File: src/sv/biq_pkg.sv
// Shared types and constants for the biquad filter block.
`default_nettype none

package biq_pkg;

   localparam int COEF_BITS  = 18;
   localparam int CHAN_BITS  = 3;
   localparam int DELAY_BITS = 32;
   localparam int ROW_BITS   = 2 * DELAY_BITS;
   localparam int CSR_IDX_BITS = 3;

   localparam logic [CSR_IDX_BITS-1:0] REG_B0 = 3'd0;
   localparam logic [CSR_IDX_BITS-1:0] REG_B1 = 3'd1;
   localparam logic [CSR_IDX_BITS-1:0] REG_B2 = 3'd2;
   localparam logic [CSR_IDX_BITS-1:0] REG_A1 = 3'd3;
   localparam logic [CSR_IDX_BITS-1:0] REG_A2 = 3'd4;

   localparam logic signed [COEF_BITS-1:0] COEF_B0_RESET = 18'sd65536;
   localparam logic signed [COEF_BITS-1:0] COEF_ZERO     = 18'sd0;

   typedef struct packed {
      logic rd_en;
      logic wr_en;
   } mem_ctl_type;

endpackage

`default_nettype wire

File: src/sv/biq_delay_store.sv
// Per-channel delay store holding the two delay words of each channel.
`default_nettype none

module biq_delay_store #(
   parameter int NUM_CHANNELS = 8,
   localparam int ADDR_BITS = (NUM_CHANNELS > 1) ? $clog2(NUM_CHANNELS) : 1
) (
   input  wire                                  clock,
   input  wire                                  reset,
   input  wire  biq_pkg::mem_ctl_type           ctl,
   input  wire  [ADDR_BITS-1:0]                 rd_addr,
   input  wire  [ADDR_BITS-1:0]                 wr_addr,
   input  wire  [biq_pkg::ROW_BITS-1:0]         wr_data,
   output logic [biq_pkg::ROW_BITS-1:0]         rd_data,
   output logic                                 rd_hit
);

   logic [biq_pkg::ROW_BITS-1:0] mem [NUM_CHANNELS];
   logic [NUM_CHANNELS-1:0]      valid_ff;
   logic [NUM_CHANNELS-1:0]      valid_in;
   logic [biq_pkg::ROW_BITS-1:0] rd_data_ff;
   logic                         rd_hit_ff;

   // A row that was never written since reset reads with rd_hit low; the filter then uses zero delay words.
   always_comb begin
      valid_in = valid_ff;
      if (ctl.wr_en) begin
         valid_in[wr_addr] = 1'b1;
      end
   end

   always_ff @(posedge clock) begin
      if (reset) begin
         valid_ff  <= '0;
         rd_hit_ff <= 1'b0;
      end else begin
         valid_ff <= valid_in;
         if (ctl.rd_en) begin
            rd_hit_ff <= valid_ff[rd_addr];
         end
      end
   end

   always_ff @(posedge clock) begin
      if (ctl.wr_en) begin
         mem[wr_addr] <= wr_data;
      end
      if (ctl.rd_en) begin
         rd_data_ff <= mem[rd_addr];
      end
   end

   assign rd_data = rd_data_ff;
   assign rd_hit  = rd_hit_ff;

endmodule

`default_nettype wire

File: src/sv/biquad_df2_filter.sv
// Multichannel Direct Form II biquad filter on one shared multiply-accumulate unit.
//
//   Channel  | Handshake            | Payload
//   ---------+----------------------+-----------------------------------
//   req      | req_valid/req_ready  | req_sample_in, req_chan
//   rsp      | rsp_valid/rsp_ready  | rsp_sample_out, rsp_chan_out
//   csr      | csr_we (no wait)     | csr_index, csr_wdata
//
// The block takes no new item until the last one is through its sequence: one delay store
// read, five products on the single 18x32 multiplier with their accumulations, and
// two rounding steps. The result is held in an output register, so the next item
// can be accepted while it waits; if it is still held when the next result is ready,
// the sequencer waits. Reset clears the delay store valid bits, so no clearing pass.
`default_nettype none

module biquad_df2_filter #(
   parameter int NUM_CHANNELS   = 8,
   parameter int SAMPLE_BITS    = 24,
   parameter int COEF_FRAC_BITS = 16
) (
   input  wire                                clock,
   input  wire                                reset,
   input  wire                                req_valid,
   output logic                               req_ready,
   input  wire  signed [SAMPLE_BITS-1:0]      req_sample_in,
   input  wire  [biq_pkg::CHAN_BITS-1:0]      req_chan,
   output logic                               rsp_valid,
   input  wire                                rsp_ready,
   output logic signed [SAMPLE_BITS-1:0]      rsp_sample_out,
   output logic [biq_pkg::CHAN_BITS-1:0]      rsp_chan_out,
   input  wire                                csr_we,
   input  wire  [biq_pkg::CSR_IDX_BITS-1:0]   csr_index,
   input  wire  [biq_pkg::COEF_BITS-1:0]      csr_wdata
);

   localparam int ADDR_BITS = (NUM_CHANNELS > 1) ? $clog2(NUM_CHANNELS) : 1;
   localparam int CHAN_EXT_BITS = (ADDR_BITS > biq_pkg::CHAN_BITS) ?
                                  ADDR_BITS : biq_pkg::CHAN_BITS;
   localparam int ACC_BITS  = 64;
   localparam int PROD_BITS = biq_pkg::COEF_BITS + biq_pkg::DELAY_BITS;
   localparam int DB        = biq_pkg::DELAY_BITS;

   localparam logic signed [ACC_BITS-1:0] ROUND_HALF =
      ACC_BITS'(64'sd1 <<< (COEF_FRAC_BITS - 1));
   localparam logic signed [ACC_BITS-1:0] W_MAX = ACC_BITS'((64'sd1 <<< (DB - 1)) - 1);
   localparam logic signed [ACC_BITS-1:0] W_MIN = -W_MAX - 1;
   localparam logic signed [ACC_BITS-1:0] Y_MAX =
      ACC_BITS'((64'sd1 <<< (SAMPLE_BITS - 1)) - 1);
   localparam logic signed [ACC_BITS-1:0] Y_MIN = -Y_MAX - 1;

   localparam logic [3:0] ST_IDLE  = 4'd0;
   localparam logic [3:0] ST_LOAD  = 4'd1;
   localparam logic [3:0] ST_MA1   = 4'd2;
   localparam logic [3:0] ST_MA2   = 4'd3;
   localparam logic [3:0] ST_AW    = 4'd4;
   localparam logic [3:0] ST_RNDW  = 4'd5;
   localparam logic [3:0] ST_MB2   = 4'd6;
   localparam logic [3:0] ST_MB0   = 4'd7;
   localparam logic [3:0] ST_AY    = 4'd8;
   localparam logic [3:0] ST_RNDY  = 4'd9;

   logic [3:0] state_ff, state_in;

   logic signed [biq_pkg::COEF_BITS-1:0] b0_ff, b1_ff, b2_ff, a1_ff, a2_ff;

   logic signed [SAMPLE_BITS-1:0]   x_ff;
   logic [biq_pkg::CHAN_BITS-1:0]   chan_ff;
   logic [ADDR_BITS-1:0]            addr_ff;
   logic                            chan_ok_ff;
   logic signed [DB-1:0]            w1_ff, w2_ff, w_ff;
   logic signed [ACC_BITS-1:0]      acc_ff, acc_in;
   logic signed [PROD_BITS-1:0]     prod_ff;

   logic signed [biq_pkg::COEF_BITS-1:0] mul_coef;
   logic signed [DB-1:0]                 mul_op;
   logic signed [PROD_BITS-1:0]          mul_prod;
   logic signed [ACC_BITS-1:0]           prod_ext;

   logic signed [ACC_BITS-1:0]      rnd_sum, rnd_q;
   logic signed [DB-1:0]            w_sat;
   logic signed [SAMPLE_BITS-1:0]   y_sat;

   logic                            rsp_valid_ff;
   logic signed [SAMPLE_BITS-1:0]   rsp_sample_ff;
   logic [biq_pkg::CHAN_BITS-1:0]   rsp_chan_ff;

   logic                            accept;
   logic                            out_load;
   logic [CHAN_EXT_BITS-1:0]        chan_wide;
   logic [ADDR_BITS-1:0]            req_addr;
   logic                            req_chan_ok;

   biq_pkg::mem_ctl_type            mem_ctl;
   logic [biq_pkg::ROW_BITS-1:0]    mem_rd_data;
   logic                            mem_rd_hit;

   assign accept      = req_valid && req_ready;
   assign req_ready   = (state_ff == ST_IDLE);
   assign chan_wide   = CHAN_EXT_BITS'(req_chan);
   assign req_addr    = chan_wide[ADDR_BITS-1:0];
   assign req_chan_ok = (32'(req_chan) < NUM_CHANNELS);
   assign out_load    = (state_ff == ST_RNDY) && (!rsp_valid_ff || rsp_ready);

   assign mem_ctl = '{rd_en: accept, wr_en: (state_ff == ST_MB2) && chan_ok_ff};

   biq_delay_store #(
      .NUM_CHANNELS (NUM_CHANNELS)
   ) u_delay_store (
      .clock   (clock),
      .reset   (reset),
      .ctl     (mem_ctl),
      .rd_addr (req_addr),
      .wr_addr (addr_ff),
      .wr_data ({w_ff, w1_ff}),
      .rd_data (mem_rd_data),
      .rd_hit  (mem_rd_hit)
   );

   always_ff @(posedge clock) begin
      if (reset) begin
         b0_ff <= biq_pkg::COEF_B0_RESET;
         b1_ff <= biq_pkg::COEF_ZERO;
         b2_ff <= biq_pkg::COEF_ZERO;
         a1_ff <= biq_pkg::COEF_ZERO;
         a2_ff <= biq_pkg::COEF_ZERO;
      end else if (csr_we) begin
         unique case (csr_index)
            biq_pkg::REG_B0: b0_ff <= csr_wdata;
            biq_pkg::REG_B1: b1_ff <= csr_wdata;
            biq_pkg::REG_B2: b2_ff <= csr_wdata;
            biq_pkg::REG_A1: a1_ff <= csr_wdata;
            biq_pkg::REG_A2: a2_ff <= csr_wdata;
            default: ;
         endcase
      end
   end

   always_comb begin
      unique case (state_ff)
         ST_MA1:  begin mul_coef = a1_ff; mul_op = w1_ff; end
         ST_MA2:  begin mul_coef = a2_ff; mul_op = w2_ff; end
         ST_RNDW: begin mul_coef = b1_ff; mul_op = w1_ff; end
         ST_MB2:  begin mul_coef = b2_ff; mul_op = w2_ff; end
         default: begin mul_coef = b0_ff; mul_op = w_ff;  end
      endcase
   end

   assign mul_prod = mul_coef * mul_op;
   assign prod_ext = {{(ACC_BITS - PROD_BITS){prod_ff[PROD_BITS-1]}}, prod_ff};

   // Round half up, then floor-divide by the coefficient scale.
   assign rnd_sum = acc_ff + ROUND_HALF;
   assign rnd_q   = rnd_sum >>> COEF_FRAC_BITS;

   always_comb begin
      if (rnd_q > W_MAX) begin
         w_sat = W_MAX[DB-1:0];
      end else if (rnd_q < W_MIN) begin
         w_sat = W_MIN[DB-1:0];
      end else begin
         w_sat = rnd_q[DB-1:0];
      end
      if (rnd_q > Y_MAX) begin
         y_sat = Y_MAX[SAMPLE_BITS-1:0];
      end else if (rnd_q < Y_MIN) begin
         y_sat = Y_MIN[SAMPLE_BITS-1:0];
      end else begin
         y_sat = rnd_q[SAMPLE_BITS-1:0];
      end
   end

   always_comb begin
      acc_in   = acc_ff;
      state_in = state_ff;
      unique case (state_ff)
         ST_IDLE: begin
            if (accept) begin
               state_in = ST_LOAD;
            end
         end
         ST_LOAD: begin
            acc_in   = {{(ACC_BITS - SAMPLE_BITS){x_ff[SAMPLE_BITS-1]}}, x_ff}
                       <<< COEF_FRAC_BITS;
            state_in = ST_MA1;
         end
         ST_MA1: state_in = ST_MA2;
         ST_MA2: begin
            acc_in   = acc_ff - prod_ext;
            state_in = ST_AW;
         end
         ST_AW: begin
            acc_in   = acc_ff - prod_ext;
            state_in = ST_RNDW;
         end
         ST_RNDW: begin
            acc_in   = '0;
            state_in = ST_MB2;
         end
         ST_MB2: begin
            acc_in   = acc_ff + prod_ext;
            state_in = ST_MB0;
         end
         ST_MB0: begin
            acc_in   = acc_ff + prod_ext;
            state_in = ST_AY;
         end
         ST_AY: begin
            acc_in   = acc_ff + prod_ext;
            state_in = ST_RNDY;
         end
         ST_RNDY: begin
            if (out_load) begin
               state_in = ST_IDLE;
            end
         end
         default: state_in = ST_IDLE;
      endcase
   end

   always_ff @(posedge clock) begin
      if (reset) begin
         state_ff     <= ST_IDLE;
         rsp_valid_ff <= 1'b0;
      end else begin
         state_ff <= state_in;
         if (out_load) begin
            rsp_valid_ff <= 1'b1;
         end else if (rsp_ready) begin
            rsp_valid_ff <= 1'b0;
         end
      end
   end

   always_ff @(posedge clock) begin
      acc_ff  <= acc_in;
      prod_ff <= mul_prod;
      if (accept) begin
         x_ff       <= req_sample_in;
         chan_ff    <= req_chan;
         addr_ff    <= req_addr;
         chan_ok_ff <= req_chan_ok;
      end
      if (state_ff == ST_LOAD) begin
         if (chan_ok_ff && mem_rd_hit) begin
            w1_ff <= mem_rd_data[biq_pkg::ROW_BITS-1:DB];
            w2_ff <= mem_rd_data[DB-1:0];
         end else begin
            w1_ff <= '0;
            w2_ff <= '0;
         end
      end
      if (state_ff == ST_RNDW) begin
         w_ff <= w_sat;
      end
      if (out_load) begin
         rsp_sample_ff <= y_sat;
         rsp_chan_ff   <= chan_ff;
      end
   end

   assign rsp_valid      = rsp_valid_ff;
   assign rsp_sample_out = rsp_sample_ff;
   assign rsp_chan_out   = rsp_chan_ff;

   a_busy_after_accept: assert property (@(posedge clock) disable iff (reset)
      accept |=> !req_ready)
      else $error("Block still ready in the cycle after taking an item.");

   a_result_from_last_step: assert property (@(posedge clock) disable iff (reset)
      $rose(rsp_valid_ff) |-> $past(state_ff) == ST_RNDY)
      else $error("Result appeared outside the final rounding step.");

   a_store_write_in_range: assert property (@(posedge clock) disable iff (reset)
      mem_ctl.wr_en |-> $past(state_ff) == ST_RNDW && 32'(chan_ff) < NUM_CHANNELS)
      else $error("Delay store written out of sequence or for an absent channel.");

endmodule

`default_nettype wire

File: config.mk
export PLATFORM = sky130hd
export DESIGN_NAME = biquad_df2_filter
export DESIGN_NICKNAME = d
export VERILOG_FILES = /design/src/sv/biq_pkg.sv /design/src/sv/biq_delay_store.sv /design/src/sv/biquad_df2_filter.sv
export SDC_FILE = /design/constraint.sdc
export NUM_CORES = 2
export LEC_CHECK = 0
export BUFFER_PORTS_ARGS = -buffer_cell sky130_fd_sc_hd__buf_2
export CAP_MARGIN = 10
export CORE_ASPECT_RATIO = 0.9
export CORE_MARGIN = 8
export CORE_UTILIZATION = 45
export DETAILED_ROUTE_END_ITERATION = 7
export MAX_ROUTING_LAYER = met4
export PLACE_DENSITY_LB_ADDON = 0.1
export SLEW_MARGIN = 20
export SYNTH_ARGS = -nofsm -noshare
export SYNTH_HDL_FRONTEND = slang
export SYNTH_HIERARCHICAL = 1
export SYNTH_SLANG_ARGS = --single-unit
export TNS_END_PERCENT = 10
File: constraint.sdc
create_clock -name clock -period 16.1 [get_ports clock]
set_clock_uncertainty 0.15 [all_clocks]
set_input_delay 0.805 -clock clock [delete_from_list [all_inputs] [get_ports clock]]
set_output_delay 0.805 -clock clock [all_outputs]
set_load 0.01 [all_outputs]
==> results.md <==
• 0.200 — Slew headroom
• reg2reg — kind of critical path
• 267 mm — first-pass GRT wire length
• sky130_fd_sc_hd__edfxtp_1 — library cell with the largest summed area after synthesis
• 944 — Sinks on Clock Net
• sky130_fd_sc_hd__edfxtp_1 39%, sky130_fd_sc_hd__fa_1 18%, sky130_fd_sc_hd__dfxtp_1 5.1% — synth top area cells
• sky130_fd_sc_hd__fa_1 — most prevalent standard cell on the critical path
• 0 — count of pins over their slew limit
• 5.52 ns — Post-Place Setup Slack
• done — CTS tree
• 6 — 1st-pass router iterations
• 1.20 ns — worst-margin pin slew
• 133,000 um^2 — core box area
• 0.110 — proportion of layout cells with a drive suffix above 1
• 6 — WP buf/inv
• 5,983 — number of nets produced by synthesis
• 66 — pin count of the biggest net entering global routing
• 944 — synthesized flop and latch total
• 4 — antenna violations before repair
• 81 — number of input and output port buffers inserted
• 0 — number of gates resized after CTS
• false — setup repair after global routing missed its margin
• 0.104 — simple-gate share of the synthesized area
• 3 — H-tree levels
• 3 — Max clock buf depth
• 16.57 ns — worst path required time
• 82 — top-level I/O count
• 0.172 — Clock Power Share
• 364 um — die height
• 0.453 — starting density of the core
• 97 — total clock buffers created by CTS
• 11.6 um^2 — synthesized area per cell
• 0 — drt drc
• 402 um — overall die width
• adder cells — cell class contributing the biggest share of worst-path delay
• 9.35% — area growth from synthesis to final layout
• adder cells — dominant combinational cell family by area after synthesis
• 0.592 — part of the total power dissipated in combinational logic
• 0.660 — final worst path period share
• sky130_fd_sc_hd__clkbuf_16 — Root Driver
• 0 — number of setup violations in the final report
• sky130_fd_sc_hd__buf_4 — critical path's slowest cell
• 0 ns — total negative setup slack
• 39,785 — number of global-route vias before repair
• 0.448 — switching share of power
• 125 mm — placed wire-length estimate
• 0.198 mV — peak supply drop
• 3,416 — number of DRC violations after detailed-routing iteration 0
• finished clean — outcome
• 127 — count of standard-cell rows
• 0 — number of max-cap violations
• 87 — number of distinct standard cells referenced by the synthesized netlist
• 5,190 — gate count after technology mapping
• 0 — Final Hold Viols
• 39,694 — total vias in the final route
• 0 — post-CTS setup-driven buffer insertion count
• 0.71 ns — insertion delay of the later-clocked pin in the worst-skew pair
• 25.6 nW — Static Leak
• 10.62 ns — minimum clock period after layout
• sky130_fd_sc_hd__edfxtp_1 — dominant cell by count in the synthesized netlist
• 790 x sky130_fd_sc_hd__edfxtp_1, 699 x sky130_fd_sc_hd__inv_1, 651 x sky130_fd_sc_hd__nand2_1, 554 x sky130_fd_sc_hd__fa_1, 361 x sky130_fd_sc_hd__nor2_1 — commonest cells in the synthesized netlist
• flop — Critical Path Start Type
• 6,007 — number of nets in the layout
• 790 — EDFF count, synth
• 0.222 — arithmetic-cell share of the synthesized area counting full adders, half adders and majority gates
• 0.0283 — xor/xnor share of the synthesized area
• 146,000 um^2 — DIE AREA
• in2reg — Min-Delay Path Class
• 0.392 — fraction of post-synthesis cell area in the top cell type by area
• 0 — post-route ant nets
• 178 mm — final routed wirelength across all metal layers
• 0.07 ns — clock transition at the register clock pins on the worst setup and hold paths after CTS
• 0.0784 — compound-cell area share of the yosys netlist
• 0.443 — sequential cell area fraction in the yosys report
• 0.00717 W — internal power summed over all cells
• 0 — overflow left after global routing
• sky130_fd_sc_hd__edfxtp_1 — dominant synthesized flop cell
• 0.59 ns — maximum single-stage delay on the critical path
• 0 — proportion of register bits with asynchronous set or reset after synthesis
• 60,500 um^2 — Synth Cell Area
• 5.64 — post-detailed-route via-to-cell ratio
• 0.00581 W — Switching Power
• 5.48 ns — setup slack of the critical path after layout
• flop — kind of end point of the critical path
• 0.0627 — portion of netlist area occupied by mux cells
• 94.1 MHz — Max Clock Freq
• 11.09 ns — Worst Path Arrival
• 25.3 um — Wirelength per Cell
• 0.236 — part of the power in registers
• 196 nW/um^2 — Pwr per Cell Area
• 6 — Yosys warnings
• 0.946 — placer's final routability congestion estimate
• 0.250 — GRT Total Usage
• 0 — CTS Hold Buffers Added
• 62 — biggest fanout along the worst timing path
==> power groups by stage <==
stage          Clock, W  Combinational (W)  Sequential, W
3_3_place_gp          0            0.00762        0.00311
6_report        0.00224            0.00768        0.00306
5_1_grt         0.00237            0.00868        0.00307
4_1_cts         0.00229            0.00768        0.00306
3_5_place_dp          0            0.00754        0.00310
2_1_floorplan         0            0.00551        0.00301
==> routing by layer <==
metal,track usage,vias to the layer above,wire length (um)
met4,0.0671,0,5030
met2,0.371,1440,78500
met3,0.0444,233,13500
met5,-,-,0
li1,-,17638,-
met1,0.358,20383,80900
==> cells in the final DEF, fill, tap and decap left out, drive strengths merged, types with 116 or more instances in the layout <==
cell    Yosys  layout
a21oi     237     237
buf        42     177
clkbuf    209     116
dfxtp     154     154
edfxtp    790     790
fa        554     554
ha        186     186
inv       699     706
mux4      129     129
nand2     651     651
nor2      361     361
o21ai     176     176
xnor2     118     118
==> stage by stage <==
| step | total power [W] | util | instance area [um^2] | hold slack, ns | std cells |
|---|---|---|---|---|---|
| after floorplan | 0.00852 | - | 60500 | 0.286 | 5190 |
| after global placement | 0.0107 | 0.472 | 62900 | 0.292 | 6852 |
| after detailed placement | 0.0106 | 0.472 | 63000 | 0.297 | 6856 |
| after CTS | 0.0130 | 0.496 | 66100 | 0.0469 | 7035 |
| after global routing | 0.0141 | 0.496 | 66100 | 0.0724 | 7035 |
| final | 0.0130 | 0.496 | 66100 | 0.117 | 7036 |
==> state kept, by name, summed over array words and instances, names as in the netlist <==
signal,cells
state_ff,4
x_ff,24
u_delay_store/mem,512
u_delay_store/rd_data,64
prod_ff,50
acc_ff,64
rsp_chan_out,3
rsp_sample_out,24
rsp_valid,1
a1_ff,18
addr_ff,3
b1_ff,18
b0_ff,18
w_ff,32
b2_ff,18
u_delay_store/valid_ff,8
u_delay_store/rd_hit,1
w1_ff,32
a2_ff,18
w2_ff,32
==> final cells by class <==
type	instances	area, um^2
Fill cell	11827	67200
Tap cell	1741	2180
Multi-Input combinational cell	3294	30200
Sequential cell	944	26800
Clock buffer	116	2520
Inverter	700	2630
Clock inverter	63	613
Antenna cell	1	2.50
Timing Repair Buffer	177	1180
==> cells by family after synthesis <==
family                     Yosys count
DFF                                944
xor gates and xnor gates           193
buffers and inverters              952
adders and majority gates          740
AOI/OAI and AO/OA                  745
and+or+nand+nor                   1408
muxes                              208
==> final timing paths <==
kind / from / slack [ns] / endpoint / cells past startpoint
worst min-delay path: req_sample_in[8] / 0.12 / x_ff[8] / 1
worst max register to register: state_ff[3] / 5.48 / prod_ff[46] / 31
worst max-delay path: state_ff[3] / 5.48 / prod_ff[46] / 31
worst min register to register: b1_ff[15] / 0.31 / b1_ff[15] / 2
(Power assumes the default switching activity.)
